==> src/rtl/pts_pkg.sv <==
package pts_pkg;

	// stream payload widths (whole bytes)
	localparam int IN_W   = 64;
	localparam int OUT_W  = 40;

	// request field widths
	localparam int OP_W      = 3;
	localparam int ID_W      = 4;
	localparam int PRIO_IN_W = 5;
	localparam int SLICE_W   = 16;
	localparam int DELAY_W   = 32;
	localparam int MASK_W    = 32;

	typedef enum logic [OP_W-1:0] {
		OP_CREATE = 3'd0,
		OP_READY  = 3'd1,
		OP_DELAY  = 3'd2,
		OP_TICK   = 3'd3,
		OP_SCHED  = 3'd4
	} op_t;

	typedef enum logic [1:0] {
		ST_SUSP  = 2'd0,
		ST_READY = 2'd1,
		ST_RUN   = 2'd2,
		ST_BLOCK = 2'd3
	} task_state_t;

endpackage

==> src/rtl/priority_task_scheduler.sv <==
// Priority task scheduler with round-robin time slicing.
//
// Requests enter on the s_ group (create, make ready, delay, tick, schedule);
// every request gives exactly one result on the m_ group: the running task,
// whether one runs, whether this request switched it, and the ready mask.
//
// Task records and per-priority queue heads/tails live in two synchronous
// memories (registered read). A sequencer reads, modifies and writes back one
// record at a time, so a request takes longer for every list entry walked,
// and ignored requests are the shortest. A tick visits every delayed task
// and makes ready each task it wakes, with a delay-list walk for each.
// One request is worked on at a time; s_tready is high only while the
// sequencer is idle.
//
// The result sits in an output register: the next request is accepted while
// a result still waits, and the sequencer holds its last step until the
// receiver takes the earlier one. Reset clears all control state, the ready
// mask, the delay list and marks every task suspended (per-task written bits);
// no clearing pass is needed.
module priority_task_scheduler #(
	parameter int TASKS      = 16,
	parameter int PRIORITIES = 32
) (
	input  logic                       clk,
	input  logic                       arst_n,
	input  logic                       s_tvalid,
	output logic                       s_tready,
	// operation[2:0], task_id[6:3], priority_req[11:7], slice_reload[27:12],
	// delay_ticks[59:28], zero fill [63:60]
	input  logic [pts_pkg::IN_W-1:0]   s_tdata,
	output logic                       m_tvalid,
	input  logic                       m_tready,
	// running_task[3:0], running_valid[4], switched[5], ready_mask[37:6],
	// zero fill [39:38]
	output logic [pts_pkg::OUT_W-1:0]  m_tdata
);
	import pts_pkg::*;

	localparam int TW = $clog2(TASKS);
	localparam int CW = $clog2(TASKS + 1);
	localparam int PW = $clog2(PRIORITIES);

	typedef struct packed {
		logic [PW-1:0]      prio;
		task_state_t        status;
		logic [DELAY_W-1:0] dleft;
		logic [SLICE_W-1:0] sleft;
		logic [SLICE_W-1:0] sfull;
		logic [TW-1:0]      rlink;
		logic [TW-1:0]      dlink;
	} task_word_t;

	typedef struct packed {
		logic [TW-1:0] first;
		logic [TW-1:0] last;
	} queue_ent_t;

	typedef enum logic [38:0] {
		S_IDLE      = 39'd1 << 0,
		S_DISP      = 39'd1 << 1,
		S_C_RD      = 39'd1 << 2,
		S_C_CHK     = 39'd1 << 3,
		S_C_RD2     = 39'd1 << 4,
		S_C_WR      = 39'd1 << 5,
		S_MR_RD     = 39'd1 << 6,
		S_MR_CHK    = 39'd1 << 7,
		S_MR_RD2    = 39'd1 << 8,
		S_MR_WR     = 39'd1 << 9,
		S_D_RD      = 39'd1 << 10,
		S_D_CHK     = 39'd1 << 11,
		S_D_RD2     = 39'd1 << 12,
		S_D_WR      = 39'd1 << 13,
		S_K_RD      = 39'd1 << 14,
		S_K_CHK     = 39'd1 << 15,
		S_K_APP     = 39'd1 << 16,
		S_K_DL      = 39'd1 << 17,
		S_K_LOOP    = 39'd1 << 18,
		S_K_ELEM    = 39'd1 << 19,
		S_RS_BEGIN  = 39'd1 << 20,
		S_RS_Q      = 39'd1 << 21,
		S_RS_OLD    = 39'd1 << 22,
		S_RS_NEW_RD = 39'd1 << 23,
		S_RS_NEW    = 39'd1 << 24,
		S_QR_BEGIN  = 39'd1 << 25,
		S_QR_HEAD   = 39'd1 << 26,
		S_QR_WALK   = 39'd1 << 27,
		S_QR_LINK   = 39'd1 << 28,
		S_QA_BEGIN  = 39'd1 << 29,
		S_QA_Q      = 39'd1 << 30,
		S_QA_LNK    = 39'd1 << 31,
		S_DR_BEGIN  = 39'd1 << 32,
		S_DR_T      = 39'd1 << 33,
		S_DR_WALK   = 39'd1 << 34,
		S_DR_LINK   = 39'd1 << 35,
		S_DA_BEGIN  = 39'd1 << 36,
		S_DA_LNK    = 39'd1 << 37,
		S_FIN       = 39'd1 << 38
	} state_t;

	// sequencer state and return points
	state_t state_q, state_d;
	state_t lret_q, lret_d;   // return from list routines
	state_t mret_q, mret_d;   // return from make-ready

	// captured request
	logic [OP_W-1:0]      op_q;
	logic [ID_W-1:0]      id_q;
	logic [PRIO_IN_W-1:0] pr_q;
	logic [SLICE_W-1:0]   sl_q;
	logic [DELAY_W-1:0]   dl_q;

	// working registers
	logic [TW-1:0] t_q, t_d;
	logic [TW-1:0] lt_q, lt_d;
	logic [PW-1:0] lp_q, lp_d;
	logic [TW-1:0] lnk_q, lnk_d;
	logic [TW-1:0] prev_q, prev_d;
	logic [TW-1:0] qf_q, qf_d;
	logic [TW-1:0] ql_q, ql_d;
	logic [TW-1:0] wt_q, wt_d;
	logic [TW-1:0] nxt_q, nxt_d;
	logic [CW-1:0] i_q, i_d;
	logic [CW-1:0] k_q, k_d;
	logic [CW-1:0] n_q, n_d;

	// scheduler state kept in flops
	logic [PRIORITIES-1:0] ready_bits_q, ready_bits_d;
	logic [TW-1:0]         dfirst_q, dfirst_d;
	logic [TW-1:0]         dlast_q, dlast_d;
	logic [CW-1:0]         dcount_q, dcount_d;
	logic [TW-1:0]         cur_q, cur_d;
	logic                  cur_valid_q, cur_valid_d;
	logic [TW-1:0]         old_task_q;
	logic                  old_valid_q;
	logic [TASKS-1:0]      written_q;

	// result register
	logic               m_tvalid_q;
	logic [ID_W-1:0]    out_task_q;
	logic               out_valid_q;
	logic               out_sw_q;
	logic [MASK_W-1:0]  out_mask_q;

	// task record memory
	task_word_t tmem [TASKS];
	task_word_t t_rd_q;
	logic       t_rdv_q;
	logic [TW-1:0] t_ra, t_wa;
	logic          t_we;
	task_word_t    t_wd;
	task_word_t    tw;

	// queue head/tail memory
	queue_ent_t qmem [PRIORITIES];
	queue_ent_t q_rd_q;
	logic [PW-1:0] q_ra, q_wa;
	logic          q_we;
	queue_ent_t    q_wd;

	logic          id_ok;
	logic [TW-1:0] id_t;
	logic [PW-1:0] pr_sat;
	logic [PW-1:0] hp;
	logic          fin_go;

	assign s_tready = (state_q == S_IDLE);
	assign fin_go   = (state_q == S_FIN) && (!m_tvalid_q || m_tready);

	assign id_ok  = {{(32 - ID_W){1'b0}}, id_q} < 32'(TASKS);
	assign id_t   = TW'(id_q);
	assign pr_sat = ({{(32 - PRIO_IN_W){1'b0}}, pr_q} >= 32'(PRIORITIES)) ?
		PW'(PRIORITIES - 1) : PW'(pr_q);

	// a never-written record reads as suspended with no delay left
	always_comb begin
		tw = t_rd_q;
		if (!t_rdv_q) begin
			tw.status = ST_SUSP;
			tw.dleft  = '0;
		end
	end

	// highest non-empty priority
	always_comb begin
		hp = '0;
		for (int p = 0; p < PRIORITIES; p++) begin
			if (ready_bits_q[p]) hp = PW'(p);
		end
	end

	always_comb begin
		state_d      = state_q;
		lret_d       = lret_q;
		mret_d       = mret_q;
		t_d          = t_q;
		lt_d         = lt_q;
		lp_d         = lp_q;
		lnk_d        = lnk_q;
		prev_d       = prev_q;
		qf_d         = qf_q;
		ql_d         = ql_q;
		wt_d         = wt_q;
		nxt_d        = nxt_q;
		i_d          = i_q;
		k_d          = k_q;
		n_d          = n_q;
		ready_bits_d = ready_bits_q;
		dfirst_d     = dfirst_q;
		dlast_d      = dlast_q;
		dcount_d     = dcount_q;
		cur_d        = cur_q;
		cur_valid_d  = cur_valid_q;
		t_ra = t_q;
		t_we = 1'b0;
		t_wa = t_q;
		t_wd = tw;
		q_ra = lp_q;
		q_we = 1'b0;
		q_wa = lp_q;
		q_wd = q_rd_q;

		case (state_q)
			S_IDLE: begin
				if (s_tvalid) state_d = S_DISP;
			end
			S_DISP: begin
				case (op_t'(op_q))
					OP_CREATE: begin
						if (id_ok) begin
							t_d = id_t;
							state_d = S_C_RD;
						end else begin
							state_d = S_FIN;
						end
					end
					OP_READY: begin
						if (id_ok) begin
							lt_d = id_t;
							mret_d = S_FIN;
							state_d = S_MR_RD;
						end else begin
							state_d = S_FIN;
						end
					end
					OP_DELAY: begin
						if (dl_q != '0 && cur_valid_q) begin
							t_d = cur_q;
							state_d = S_D_RD;
						end else begin
							state_d = S_FIN;
						end
					end
					OP_TICK: begin
						if (cur_valid_q) begin
							t_d = cur_q;
							state_d = S_K_RD;
						end else begin
							state_d = S_FIN;
						end
					end
					OP_SCHED: state_d = S_RS_BEGIN;
					default:  state_d = S_FIN;
				endcase
			end

			// create: unlink, then rewrite the record
			S_C_RD: begin
				t_ra = t_q;
				state_d = S_C_CHK;
			end
			S_C_CHK: begin
				lt_d = t_q;
				lp_d = tw.prio;
				lret_d = S_C_RD2;
				if (tw.status inside {ST_READY, ST_RUN}) state_d = S_QR_BEGIN;
				else if (tw.status == ST_BLOCK) state_d = S_DR_BEGIN;
				else state_d = S_C_RD2;
			end
			S_C_RD2: begin
				t_ra = t_q;
				state_d = S_C_WR;
			end
			S_C_WR: begin
				t_we = 1'b1;
				t_wa = t_q;
				t_wd.prio = pr_sat;
				t_wd.status = ST_SUSP;
				t_wd.dleft = '0;
				t_wd.sleft = sl_q;
				t_wd.sfull = sl_q;
				if (cur_valid_q && cur_q == t_q) cur_valid_d = 1'b0;
				state_d = S_FIN;
			end

			// make ready of task lt
			S_MR_RD: begin
				t_ra = lt_q;
				state_d = S_MR_CHK;
			end
			S_MR_CHK: begin
				lret_d = S_MR_RD2;
				if (tw.status inside {ST_READY, ST_RUN}) state_d = mret_q;
				else if (tw.status == ST_BLOCK) state_d = S_DR_BEGIN;
				else state_d = S_MR_RD2;
			end
			S_MR_RD2: begin
				t_ra = lt_q;
				state_d = S_MR_WR;
			end
			S_MR_WR: begin
				t_we = 1'b1;
				t_wa = lt_q;
				t_wd.status = ST_READY;
				lp_d = tw.prio;
				lret_d = mret_q;
				state_d = S_QA_BEGIN;
			end

			// delay current task
			S_D_RD: begin
				t_ra = t_q;
				state_d = S_D_CHK;
			end
			S_D_CHK: begin
				lt_d = t_q;
				lp_d = tw.prio;
				lret_d = S_D_RD2;
				if (tw.status inside {ST_READY, ST_RUN}) state_d = S_QR_BEGIN;
				else if (tw.status == ST_BLOCK) state_d = S_DR_BEGIN;
				else state_d = S_D_RD2;
			end
			S_D_RD2: begin
				t_ra = t_q;
				state_d = S_D_WR;
			end
			S_D_WR: begin
				t_we = 1'b1;
				t_wa = t_q;
				t_wd.dleft = dl_q;
				t_wd.status = ST_BLOCK;
				lt_d = t_q;
				lret_d = S_RS_BEGIN;
				state_d = S_DA_BEGIN;
			end

			// tick: slice of the running task, then the delay list
			S_K_RD: begin
				t_ra = t_q;
				state_d = S_K_CHK;
			end
			S_K_CHK: begin
				state_d = S_K_DL;
				if (tw.status == ST_RUN && tw.sfull != '0 && tw.sleft != '0) begin
					t_we = 1'b1;
					t_wa = t_q;
					if (tw.sleft == SLICE_W'(1)) begin
						t_wd.sleft = tw.sfull;
						lt_d = t_q;
						lp_d = tw.prio;
						lret_d = S_K_APP;
						state_d = S_QR_BEGIN;
					end else begin
						t_wd.sleft = tw.sleft - SLICE_W'(1);
					end
				end
			end
			S_K_APP: begin
				lret_d = S_K_DL;
				state_d = S_QA_BEGIN;
			end
			S_K_DL: begin
				n_d = dcount_q;
				wt_d = dfirst_q;
				k_d = '0;
				state_d = S_K_LOOP;
			end
			S_K_LOOP: begin
				if (k_q < n_q) begin
					t_ra = wt_q;
					state_d = S_K_ELEM;
				end else begin
					state_d = S_RS_BEGIN;
				end
			end
			S_K_ELEM: begin
				k_d = k_q + CW'(1);
				wt_d = tw.dlink;
				state_d = S_K_LOOP;
				if (tw.dleft != '0) begin
					t_we = 1'b1;
					t_wa = wt_q;
					t_wd.dleft = tw.dleft - DELAY_W'(1);
					if (tw.dleft == DELAY_W'(1)) begin
						lt_d = wt_q;
						mret_d = S_K_LOOP;
						state_d = S_MR_RD;
					end
				end
			end

			// reschedule
			S_RS_BEGIN: begin
				if (ready_bits_q == '0) begin
					cur_valid_d = 1'b0;
					state_d = S_FIN;
				end else begin
					q_ra = hp;
					state_d = S_RS_Q;
				end
			end
			S_RS_Q: begin
				nxt_d = q_rd_q.first;
				if (cur_valid_q && q_rd_q.first == cur_q) begin
					state_d = S_FIN;
				end else if (cur_valid_q) begin
					t_ra = cur_q;
					state_d = S_RS_OLD;
				end else begin
					state_d = S_RS_NEW_RD;
				end
			end
			S_RS_OLD: begin
				if (tw.status == ST_RUN) begin
					t_we = 1'b1;
					t_wa = cur_q;
					t_wd.status = ST_READY;
				end
				state_d = S_RS_NEW_RD;
			end
			S_RS_NEW_RD: begin
				t_ra = nxt_q;
				state_d = S_RS_NEW;
			end
			S_RS_NEW: begin
				t_we = 1'b1;
				t_wa = nxt_q;
				t_wd.status = ST_RUN;
				cur_d = nxt_q;
				cur_valid_d = 1'b1;
				state_d = S_FIN;
			end

			// unlink lt from ready queue lp
			S_QR_BEGIN: begin
				if (!ready_bits_q[lp_q]) begin
					state_d = lret_q;
				end else begin
					t_ra = lt_q;
					q_ra = lp_q;
					state_d = S_QR_HEAD;
				end
			end
			S_QR_HEAD: begin
				lnk_d = tw.rlink;
				qf_d = q_rd_q.first;
				ql_d = q_rd_q.last;
				state_d = lret_q;
				if (q_rd_q.first == lt_q) begin
					if (q_rd_q.last == lt_q) begin
						ready_bits_d[lp_q] = 1'b0;
					end else begin
						q_we = 1'b1;
						q_wa = lp_q;
						q_wd.first = tw.rlink;
						q_wd.last = q_rd_q.last;
					end
				end else begin
					prev_d = q_rd_q.first;
					i_d = '0;
					state_d = S_QR_WALK;
				end
			end
			S_QR_WALK: begin
				if (i_q < CW'(TASKS) && prev_q != ql_q) begin
					t_ra = prev_q;
					state_d = S_QR_LINK;
				end else begin
					state_d = lret_q;
				end
			end
			S_QR_LINK: begin
				if (tw.rlink == lt_q) begin
					t_we = 1'b1;
					t_wa = prev_q;
					t_wd.rlink = lnk_q;
					if (ql_q == lt_q) begin
						q_we = 1'b1;
						q_wa = lp_q;
						q_wd.first = qf_q;
						q_wd.last = prev_q;
					end
					state_d = lret_q;
				end else begin
					prev_d = tw.rlink;
					i_d = i_q + CW'(1);
					state_d = S_QR_WALK;
				end
			end

			// append lt to ready queue lp
			S_QA_BEGIN: begin
				if (ready_bits_q[lp_q]) begin
					q_ra = lp_q;
					state_d = S_QA_Q;
				end else begin
					q_we = 1'b1;
					q_wa = lp_q;
					q_wd.first = lt_q;
					q_wd.last = lt_q;
					ready_bits_d[lp_q] = 1'b1;
					state_d = lret_q;
				end
			end
			S_QA_Q: begin
				qf_d = q_rd_q.first;
				ql_d = q_rd_q.last;
				t_ra = q_rd_q.last;
				state_d = S_QA_LNK;
			end
			S_QA_LNK: begin
				t_we = 1'b1;
				t_wa = ql_q;
				t_wd.rlink = lt_q;
				q_we = 1'b1;
				q_wa = lp_q;
				q_wd.first = qf_q;
				q_wd.last = lt_q;
				state_d = lret_q;
			end

			// unlink lt from the delay list
			S_DR_BEGIN: begin
				if (dcount_q == '0) begin
					state_d = lret_q;
				end else begin
					t_ra = lt_q;
					state_d = S_DR_T;
				end
			end
			S_DR_T: begin
				lnk_d = tw.dlink;
				state_d = lret_q;
				if (dfirst_q == lt_q) begin
					dfirst_d = tw.dlink;
					dcount_d = dcount_q - CW'(1);
				end else begin
					prev_d = dfirst_q;
					i_d = CW'(1);
					state_d = S_DR_WALK;
				end
			end
			S_DR_WALK: begin
				if (i_q < dcount_q) begin
					t_ra = prev_q;
					state_d = S_DR_LINK;
				end else begin
					state_d = lret_q;
				end
			end
			S_DR_LINK: begin
				if (tw.dlink == lt_q) begin
					t_we = 1'b1;
					t_wa = prev_q;
					t_wd.dlink = lnk_q;
					if (dlast_q == lt_q) dlast_d = prev_q;
					dcount_d = dcount_q - CW'(1);
					state_d = lret_q;
				end else begin
					prev_d = tw.dlink;
					i_d = i_q + CW'(1);
					state_d = S_DR_WALK;
				end
			end

			// append lt to the delay list
			S_DA_BEGIN: begin
				if (dcount_q == '0) begin
					dfirst_d = lt_q;
					dlast_d = lt_q;
					dcount_d = dcount_q + CW'(1);
					state_d = lret_q;
				end else begin
					t_ra = dlast_q;
					state_d = S_DA_LNK;
				end
			end
			S_DA_LNK: begin
				t_we = 1'b1;
				t_wa = dlast_q;
				t_wd.dlink = lt_q;
				dlast_d = lt_q;
				dcount_d = dcount_q + CW'(1);
				state_d = lret_q;
			end

			S_FIN: begin
				if (fin_go) state_d = S_IDLE;
			end
			default: state_d = S_IDLE;
		endcase
	end

	// task record memory
	always_ff @(posedge clk) begin
		if (t_we) tmem[t_wa] <= t_wd;
		t_rd_q <= tmem[t_ra];
	end

	// queue head/tail memory
	always_ff @(posedge clk) begin
		if (q_we) qmem[q_wa] <= q_wd;
		q_rd_q <= qmem[q_ra];
	end

	always_ff @(posedge clk or negedge arst_n) begin
		if (!arst_n) begin
			state_q      <= S_IDLE;
			lret_q       <= S_FIN;
			mret_q       <= S_FIN;
			ready_bits_q <= '0;
			dfirst_q     <= '0;
			dlast_q      <= '0;
			dcount_q     <= '0;
			cur_q        <= '0;
			cur_valid_q  <= 1'b0;
			written_q    <= '0;
			t_rdv_q      <= 1'b0;
			m_tvalid_q   <= 1'b0;
		end else begin
			state_q      <= state_d;
			lret_q       <= lret_d;
			mret_q       <= mret_d;
			ready_bits_q <= ready_bits_d;
			dfirst_q     <= dfirst_d;
			dlast_q      <= dlast_d;
			dcount_q     <= dcount_d;
			cur_q        <= cur_d;
			cur_valid_q  <= cur_valid_d;
			t_rdv_q      <= written_q[t_ra];
			if (t_we) written_q[t_wa] <= 1'b1;
			// hold the result until taken, then drop valid
			if (fin_go) m_tvalid_q <= 1'b1;
			else if (m_tready) m_tvalid_q <= 1'b0;
		end
	end

	// payload and working registers, no reset needed
	always_ff @(posedge clk) begin
		t_q    <= t_d;
		lt_q   <= lt_d;
		lp_q   <= lp_d;
		lnk_q  <= lnk_d;
		prev_q <= prev_d;
		qf_q   <= qf_d;
		ql_q   <= ql_d;
		wt_q   <= wt_d;
		nxt_q  <= nxt_d;
		i_q    <= i_d;
		k_q    <= k_d;
		n_q    <= n_d;
		if (s_tvalid && s_tready) begin
			op_q        <= s_tdata[2:0];
			id_q        <= s_tdata[6:3];
			pr_q        <= s_tdata[11:7];
			sl_q        <= s_tdata[27:12];
			dl_q        <= s_tdata[59:28];
			old_task_q  <= cur_q;
			old_valid_q <= cur_valid_q;
		end
		if (fin_go) begin
			out_task_q  <= cur_valid_q ? ID_W'(cur_q) : '0;
			out_valid_q <= cur_valid_q;
			out_sw_q    <= (old_valid_q != cur_valid_q) ||
				(cur_valid_q && old_task_q != cur_q);
			out_mask_q  <= MASK_W'(ready_bits_q);
		end
	end

	assign m_tvalid = m_tvalid_q;
	assign m_tdata  = {2'b00, out_mask_q, out_sw_q, out_valid_q, out_task_q};

	// a running task always sits in some non-empty ready queue
	a_run_has_queue: assert property (@(posedge clk) disable iff (!arst_n)
		(state_q == S_IDLE && cur_valid_q) |-> (ready_bits_q != '0))
		else $error("running task without a ready queue");

	// the delay list never holds more than every task
	a_dcount_bound: assert property (@(posedge clk) disable iff (!arst_n)
		dcount_q <= CW'(TASKS))
		else $error("delay list count overflow");

	// a finished result waits while the receiver stalls
	a_fin_holds: assert property (@(posedge clk) disable iff (!arst_n)
		(state_q == S_FIN && m_tvalid && !m_tready) |=> (state_q == S_FIN))
		else $error("result overwritten while stalled");

endmodule

==> config.mk <==
export PLATFORM = sky130hd
export DESIGN_NAME = priority_task_scheduler
export DESIGN_NICKNAME = d
export VERILOG_FILES = /design/src/rtl/pts_pkg.sv /design/src/rtl/priority_task_scheduler.sv
export SDC_FILE = /design/constraint.sdc
export NUM_CORES = 2
export LEC_CHECK = 0
export ABC_AREA = 1
export ABC_CLOCK_PERIOD_IN_PS = 16290
export BUFFER_PORTS_ARGS = -buffer_cell sky130_fd_sc_hd__buf_2
export CORE_ASPECT_RATIO = 2
export CORE_UTILIZATION = 35
export DETAILED_ROUTE_END_ITERATION = 16
export PLACE_DENSITY_LB_ADDON = 0.1
export SLEW_MARGIN = 20
export SYNTH_ARGS = -nofsm -noshare
export SYNTH_HDL_FRONTEND = slang
export SYNTH_SLANG_ARGS = --single-unit
==> constraint.sdc <==
create_clock -name clk -period 16.29 [get_ports clk]
set_input_delay 3.258 -clock clk [delete_from_list [all_inputs] [get_ports clk]]
set_output_delay 3.258 -clock clk [all_outputs]
set_load 0.005 [all_outputs]
# Yosys cells after proc, flatten, opt, wreduce, memory -nomap -nowiden
# Memories as Yosys holds them, arrays and structs flattened. A register that Yosys moved wholly into a read port is not among the register bits.
# Index checks and enable logic that the tools add are counted.
[totals] n_memories=2 register_bits=340 output_inout_bits=42 ramBits=1520 input_bits=68 word_cells=363
[classes] reduce_logical=56 eq_ne=81 add_sub_neg=6 order_cmp=8 muxes=171 bitwise_logic=4
[memory_table] name="tmem" depth=16 width=79 read_ports=1 rd_ports_with_merged_regs=1 write_ports=1 line_no="priority_task_scheduler.sv:145" text="task_word_t tmem [TASKS];"
[memory_table] name="qmem" depth=32 width=8 read_ports=1 rd_ports_with_merged_regs=1 write_ports=1 line_no="priority_task_scheduler.sv:154" text="queue_ent_t qmem [PRIORITIES];"
[op_table] op="one-hot mux 39 bit (36 select lines)" count=1
[op_table] op="two-way mux 39 bit" count=23
[op_table] op="one-hot mux 39 bit (7 select lines)" count=1
[op_table] op="one-hot mux 39 bit (5 select lines)" count=1
[op_table] op="two-way mux 5 bit" count=38
[op_table] op="two-way mux 33 bit" count=4
[op_table] op="two-way mux 32 bit" count=4
[op_table] op="two-way mux 4 bit" count=28
[op_table] op="one-hot mux 32 bit (3 select lines)" count=1
[op_table] op="one-hot mux 39 bit (2 select lines)" count=1
[op_table] op="one-hot mux 32 bit (2 select lines)" count=1
[op_table] op="nonzero test 32 bit" count=2
[op_table] op="two-way mux 26 bit" count=2
[op_table] op="two-way mux 16 bit" count=3
[op_table] op="two-way mux 8 bit" count=5
[op_table] op="!= test 2 bit (second input constant)" count=20
[op_table] op="one-hot mux 4 bit (10 select lines)" count=1
[op_table] op="one-hot mux 4 bit (2 select lines)" count=5
[op_table] op="one-hot mux 5 bit (4 select lines)" count=2
[op_table] op="equality test 39 x 1 -> 1 bit (second input constant)" count=1
[op_table] op="equality test 39 x 10 -> 1 bit (second input constant)" count=1
[op_table] op="equality test 39 x 11 -> 1 bit (second input constant)" count=1
[op_table] op="equality test 39 x 12 -> 1 bit (second input constant)" count=1
[op_table] op="equality test 39 x 13 -> 1 bit (second input constant)" count=1
[op_table] op="other kinds (99)" count=178

# Logic depth before layout (Yosys ltp)
[depth] depth_word=33 ltp_mapped=42 mapped_depth_nobuf=40

# Least setup slack after synthesis
# Ideal clock, no wire load.
[synth_timing] path_kind="register to register" start="reg t_rdv_q" end="reg written_q[2]" required_ns=16.191 path_buffers=3 t_arrival_ns=9.011 synth_period_minus_slack_ns=9.110 setup_ns=0.099 path_stages_with_launch=21 setup_slack_ns=7.180 cell_sequence="dfrtp_1 clkbuf_1 buf_2 buf_1 nand2_1 ha_1 inv_1 nor2_1 inv_1 nor2_1 inv_1 nor2_1 nand4_1 nor2_1 clkinv_1 nand2_1 nor2_1 a2111oi_2 nand3_1 nor3_1 or2_2"
[synth_via] elab_chain_cells=9
[synth_rtl] element="start: declaration" line_no="priority_task_scheduler.sv:147" text="logic t_rdv_q;"
[synth_rtl] element="start signal: assignment" line_no="priority_task_scheduler.sv:639" text="t_rdv_q <= written_q[t_ra];"
[synth_rtl] element="two-way mux 34 bit *" line_no="priority_task_scheduler.sv:177" text="if (!t_rdv_q) begin"
[synth_rtl] element="nonzero test 32 bit or equality test 2 bit (tied branches)" line_no="priority_task_scheduler.sv:389, priority_task_scheduler.sv:353, priority_task_scheduler.sv:423"
[synth_rtl] element="two-way mux 4 bit (on tied branches)" line_no="priority_task_scheduler.sv:389, priority_task_scheduler.sv:423"
[synth_rtl] element="one-hot mux 4 bit (8 select lines)" line_no="priority_task_scheduler.sv:222" text="case (state_q)"
[synth_rtl] element="less-than comparator 4 x 5 -> 1 bit (implied by the code) or greater-or-equal comparator 4 x 1 -> 1 bit (tied branches)" line_no="priority_task_scheduler.sv:640" text="if (t_we) written_q[t_wa] <= 1'b1;"
[synth_rtl] element="logical AND 1 bit (implied by the code)" line_no="priority_task_scheduler.sv:640"
[synth_rtl] element="two-way mux 1 bit (implied by the code)" line_no="priority_task_scheduler.sv:640"
[synth_rtl] element="demux 1 bit (select 4 bit)" line_no="priority_task_scheduler.sv:640"
[synth_rtl] element="bitwise OR 16 bit (no source line)"
[synth_rtl] element="end signal: assignment" line_no="priority_task_scheduler.sv:626" text="written_q <= '0;"
[synth_rtl] element="end signal: indexed assignment" line_no="priority_task_scheduler.sv:640"
[synth_rtl] element="end: declaration" line_no="priority_task_scheduler.sv:135" text="logic [TASKS-1:0] written_q;"
# Mark *: on every way between the ends. The rest lies on a longest branch, timed or not.
# A chain may end at the register's enable or synchronous reset.

# Worst setup path after layout
[layout_timing] start="reg lp_q[1]" end="reg, netlist name t_rd_q[25]"
[layout_via] elab_chain_cells=4
[layout_rtl] element="start: declaration" line_no="priority_task_scheduler.sv:115" text="logic [PW-1:0] lp_q, lp_d;"
[layout_rtl] element="start signal: assignment" line_no="priority_task_scheduler.sv:651" text="lp_q <= lp_d;"
[layout_rtl] element="binary-select mux 1 bit (select 5 bit)" line_no="priority_task_scheduler.sv:445" text="if (!ready_bits_q[lp_q]) begin"
[layout_rtl] element="two-way mux 1 bit (implied by the code)" line_no="priority_task_scheduler.sv:445"
[layout_rtl] element="two-way mux 4 bit" line_no="priority_task_scheduler.sv:445"
[layout_rtl] element="one-hot mux 4 bit (10 select lines)" line_no="priority_task_scheduler.sv:222"
# No other way between the ends. The select of a mux whose other input is x is not followed.

==> results.json <==
{
  "status": "finished, final reports clean",
  "vias_per_cell": 5.13,
  "crit_type": "flip-flop to flip-flop",
  "insertion_delay_ns": 0.85,
  "min-delay-start": "written_q[7]",
  "synth_cells": 7305,
  "wl_um": 260000,
  "cap_violations": 0,
  "cts-root-buf": "clkbuf_16",
  "post-route-min-period_ns": 7.55,
  "hold_path_class": "flip-flop to flip-flop",
  "holdPathEnd": "written_q[7]",
  "synth_area_um2": 80600,
  "sequentialPowerShare_pct": 52.1,
  "rows": 248,
  "track_usage_pct": 22.2,
  "synth_simple_gate_area_share_pct": 13.3,
  "via_count": 54000,
  "syn_to_final_growth_pct": 12.4,
  "p_clk_share_pct": 39.3,
  "synth_adder_area_share_pct": 0.335,
  "holdBufCountCts": 0,
  "finalPower_mw": 10.7,
  "post-cts-setup-buffers": 0,
  "hpwl_um": 163000,
  "detail_route.first_pass.iterations": 6,
  "path_clk_slew_ns": 0.07,
  "synth_top_family_by_area": "simple AND/OR/NAND/NOR gates",
  "fp.dieArea_um2": 232000,
  "path_cells": "nand2_1 -> o22ai_1 -> o21ai_0 -> nand2_1 -> a221oi_2 -> nand2_1 -> nor2_1 -> inv_1 -> o22ai_1 -> a21oi_1 -> nand4_1 -> buf_4 -> buf_4 -> buf_4 -> buf_4 -> a21oi_1 -> o21ai_0 -> nand3_1 -> nand3_1 -> nand2_1",
  "first_global_vias": 52600,
  "p_sw_share_pct": 25.0,
  "grt.overflow.total": 0,
  "cts_max_level": 4,
  "slew_headroom_pct": 18.4,
  "finalCritPeriodShare_pct": 46.3,
  "fp.coreArea_um2": 228000,
  "cts_tree": "yes",
  "hold_violations": 0,
  "crit_slowest_cell": "buf_4",
  "final-setup-viol-count": 0,
  "regToRegEndpoint": "t_rd_q[25]",
  "synth_seq_cells": 1879,
  "path_max_fanout": 102,
  "synth_compound_area_share_pct": 10.1,
  "fin_nets": 7462,
  "grt_max_degree": 225,
  "placed_area_um2": 84700,
  "final_area_um2": 90600,
  "r2r_setup_slack_ns": 8.74,
  "worstPathArrival_ns": 8.27,
  "power.switching_mw": 2.67,
  "die_h_um": 681,
  "drc": 0,
  "synthArstFlopShare_pct": 6.23,
  "synth_xor_area_share_pct": 0.522,
  "cts.repair.resized": 0,
  "grt_pass1_wl_um": 373000,
  "synth_mux_area_share_pct": 0.0140,
  "holdPathStages": 2,
  "power_frac_comb_pct": 8.7,
  "tightest_slew_ns": 1.22,
  "portBuffers": 103,
  "tns_ns": 0,
  "fp.dieW_um": 341,
  "p_int_mw": 8.01,
  "power.static_leakage_nw": 35.0,
  "r2r_cells": 20,
  "crit_path_max_incr_delay_ns": 0.85,
  "drive_gt1_share_pct": 8.34,
  "synth_edf_count": 1675,
  "routabilityCongestion": 0.977,
  "wire_per_inst_um": 24.7,
  "worst_setup_path_start_kind": "flip-flop",
  "required_ns": 17.01,
  "cts.sinks": 1879,
  "synthFlopType": "edfxtp_1",
  "boundaryPins": 110,
  "rsz0062_at_grt": "no",
  "grt_antenna_before_repair": 6,
  "synth_warnings": 0,
  "synthDistinctLibCells": 63,
  "ir_drop_mv": 0.0980,
  "start_util_pct": 35.3,
  "skew_ns": 0.0559,
  "ys_seq_area_share_pct": 68.2,
  "fmaxAchievable_mhz": 133,
  "power.density_nw_per_um2": 118,
  "r2r_start": "lp_q[1]",
  "cts.path.max_buffers": 4,
  "syn_area_per_cell_um2": 11.0,
  "cts_inserted_buffers": 184,
  "slew_viol_final": 0,
  "ant_nets": 0,
  "cp-end-kind": "flip-flop",
  "dr.first_iter.drc_count": 3780
}
power by group through the flow:
stage                     logic [mW]  registers, mW  clock network [mW]
after floorplan                0.578           5.58                   0
after global placement         0.915           5.66                   0
after detailed placement       0.929           5.66                   0
after CTS                      0.932           5.56                4.30
after global routing            1.02           5.56                4.45
final                          0.924           5.56                4.19
stage by stage:
step | setup slack, ns | util [%] | hold slack, ns | std cells
floorplan | 7.18 | - | 0.409 | 7306
global placement | 8.85 | 37.1 | 0.443 | 10200
detailed placement | 8.83 | 37.1 | 0.450 | 10200
CTS | 8.77 | 39.6 | 0.463 | 10500
global route | 8.23 | 39.7 | 0.474 | 10500
finish | 8.74 | 39.7 | 0.461 | 10500
final cells by class:
type	count	area [um2]
Inverter	1174	4420
Multi-Input combinational cell	3877	19900
Clock inverter	74	566
Antenna cell	7	17.5
Timing Repair Buffer	257	1770
Sequential cell	1879	55000
Clock buffer	254	5180
Tap cell	3000	3750
Fill cell	22000	138000
placed cells by master, fill, tap and decap left out, types with 143 or more instances in the layout:
cell	instances
a21oi_1	401
buf_4	143
clkbuf_16	190
edfxtp_1	1675
inv_1	1138
nand2_1	1096
nand3_1	839
nor2_1	285
o211ai_1	350
o21ai_0	448
metal layers:
layer	global-route usage (%)	part of all wire [%]
met1	24.2	37
met4	12.6	6.1
met2	41.5	54
met3	2.21	3.4
met5	0	0.0038
worst max-delay path by stage:
stage	from	end	slack, ns	cells after the start
CTS	lp_q[1]	t_rd_q[25]	8.77	20
global route	lp_q[0]	t_rd_q[25]	8.23	22
floorplan	t_rdv_q	written_q[2]	7.18	20
detailed placement	lp_q[1]	t_rd_q[25]	8.83	20
finish	lp_q[1]	t_rd_q[25]	8.74	20
global placement	lp_q[1]	t_rd_q[25]	8.85	20
worst max-delay path: cells and delay by family, from the launching register on:
kind,cells,cell delay [ns]
AOI/OAI and AO/OA,7,1.45
buffers and inverters,5,3.17
DFF,1,0.47
and+or+nand+nor,8,2.14
logic make-up after synthesis:
kind of cell	Yosys count
adders and majority gates	21
muxes	1
and+or+nand+nor	2447
DFF	1879
buffers and inverters	1550
other	1
xor gates and xnor gates	48
AOI/OAI and AO/OA	1358
cell usage after synthesis (5+ instances only):
library cell / count / area, um2
clkbuf_1: 203 / 762
nor3_1: 71 / 355
o21ai_0: 457 / 2290
buf_4: 6 / 45.0
dfrtp_1: 114 / 2850
a21oi_1: 403 / 2020
ha_1: 20 / 250
nor2_4: 6 / 67.6
nand3_1: 839 / 4200
buf_2: 136 / 681
dfxtp_1: 87 / 1740
xor2_1: 32 / 280
nor2_2: 8 / 50.1
nand3b_1: 35 / 263
o221ai_1: 34 / 298
o22ai_1: 22 / 138
nand2_1: 1099 / 4130
inv_2: 34 / 128
or2_1: 7 / 43.8
a22oi_1: 19 / 143
o2111ai_1: 12 / 105
nor2_1: 302 / 1130
o21ai_1: 9 / 45.0
a32oi_1: 5 / 43.8
o211ai_1: 350 / 2630
a221o_1: 7 / 70.1
nand4_1: 39 / 244
inv_1: 1138 / 4270
edfxtp_1: 1675 / 50300
a31oi_1: 6 / 37.5
buf_1: 31 / 116
nor4_1: 31 / 194
xnor2_1: 16 / 140
flip-flops by register name, summed over array words and instances (netlist names), 8 cells and up, named ones only:
register,cells
q_rd_q,8
dl_q,32
tmem,1264
out_mask_q,32
state_q,39
t_rd_q,79
written_q,16
sl_q,16
lret_q,8
qmem,256
Note: power is estimated with default switching activity, not from simulation.
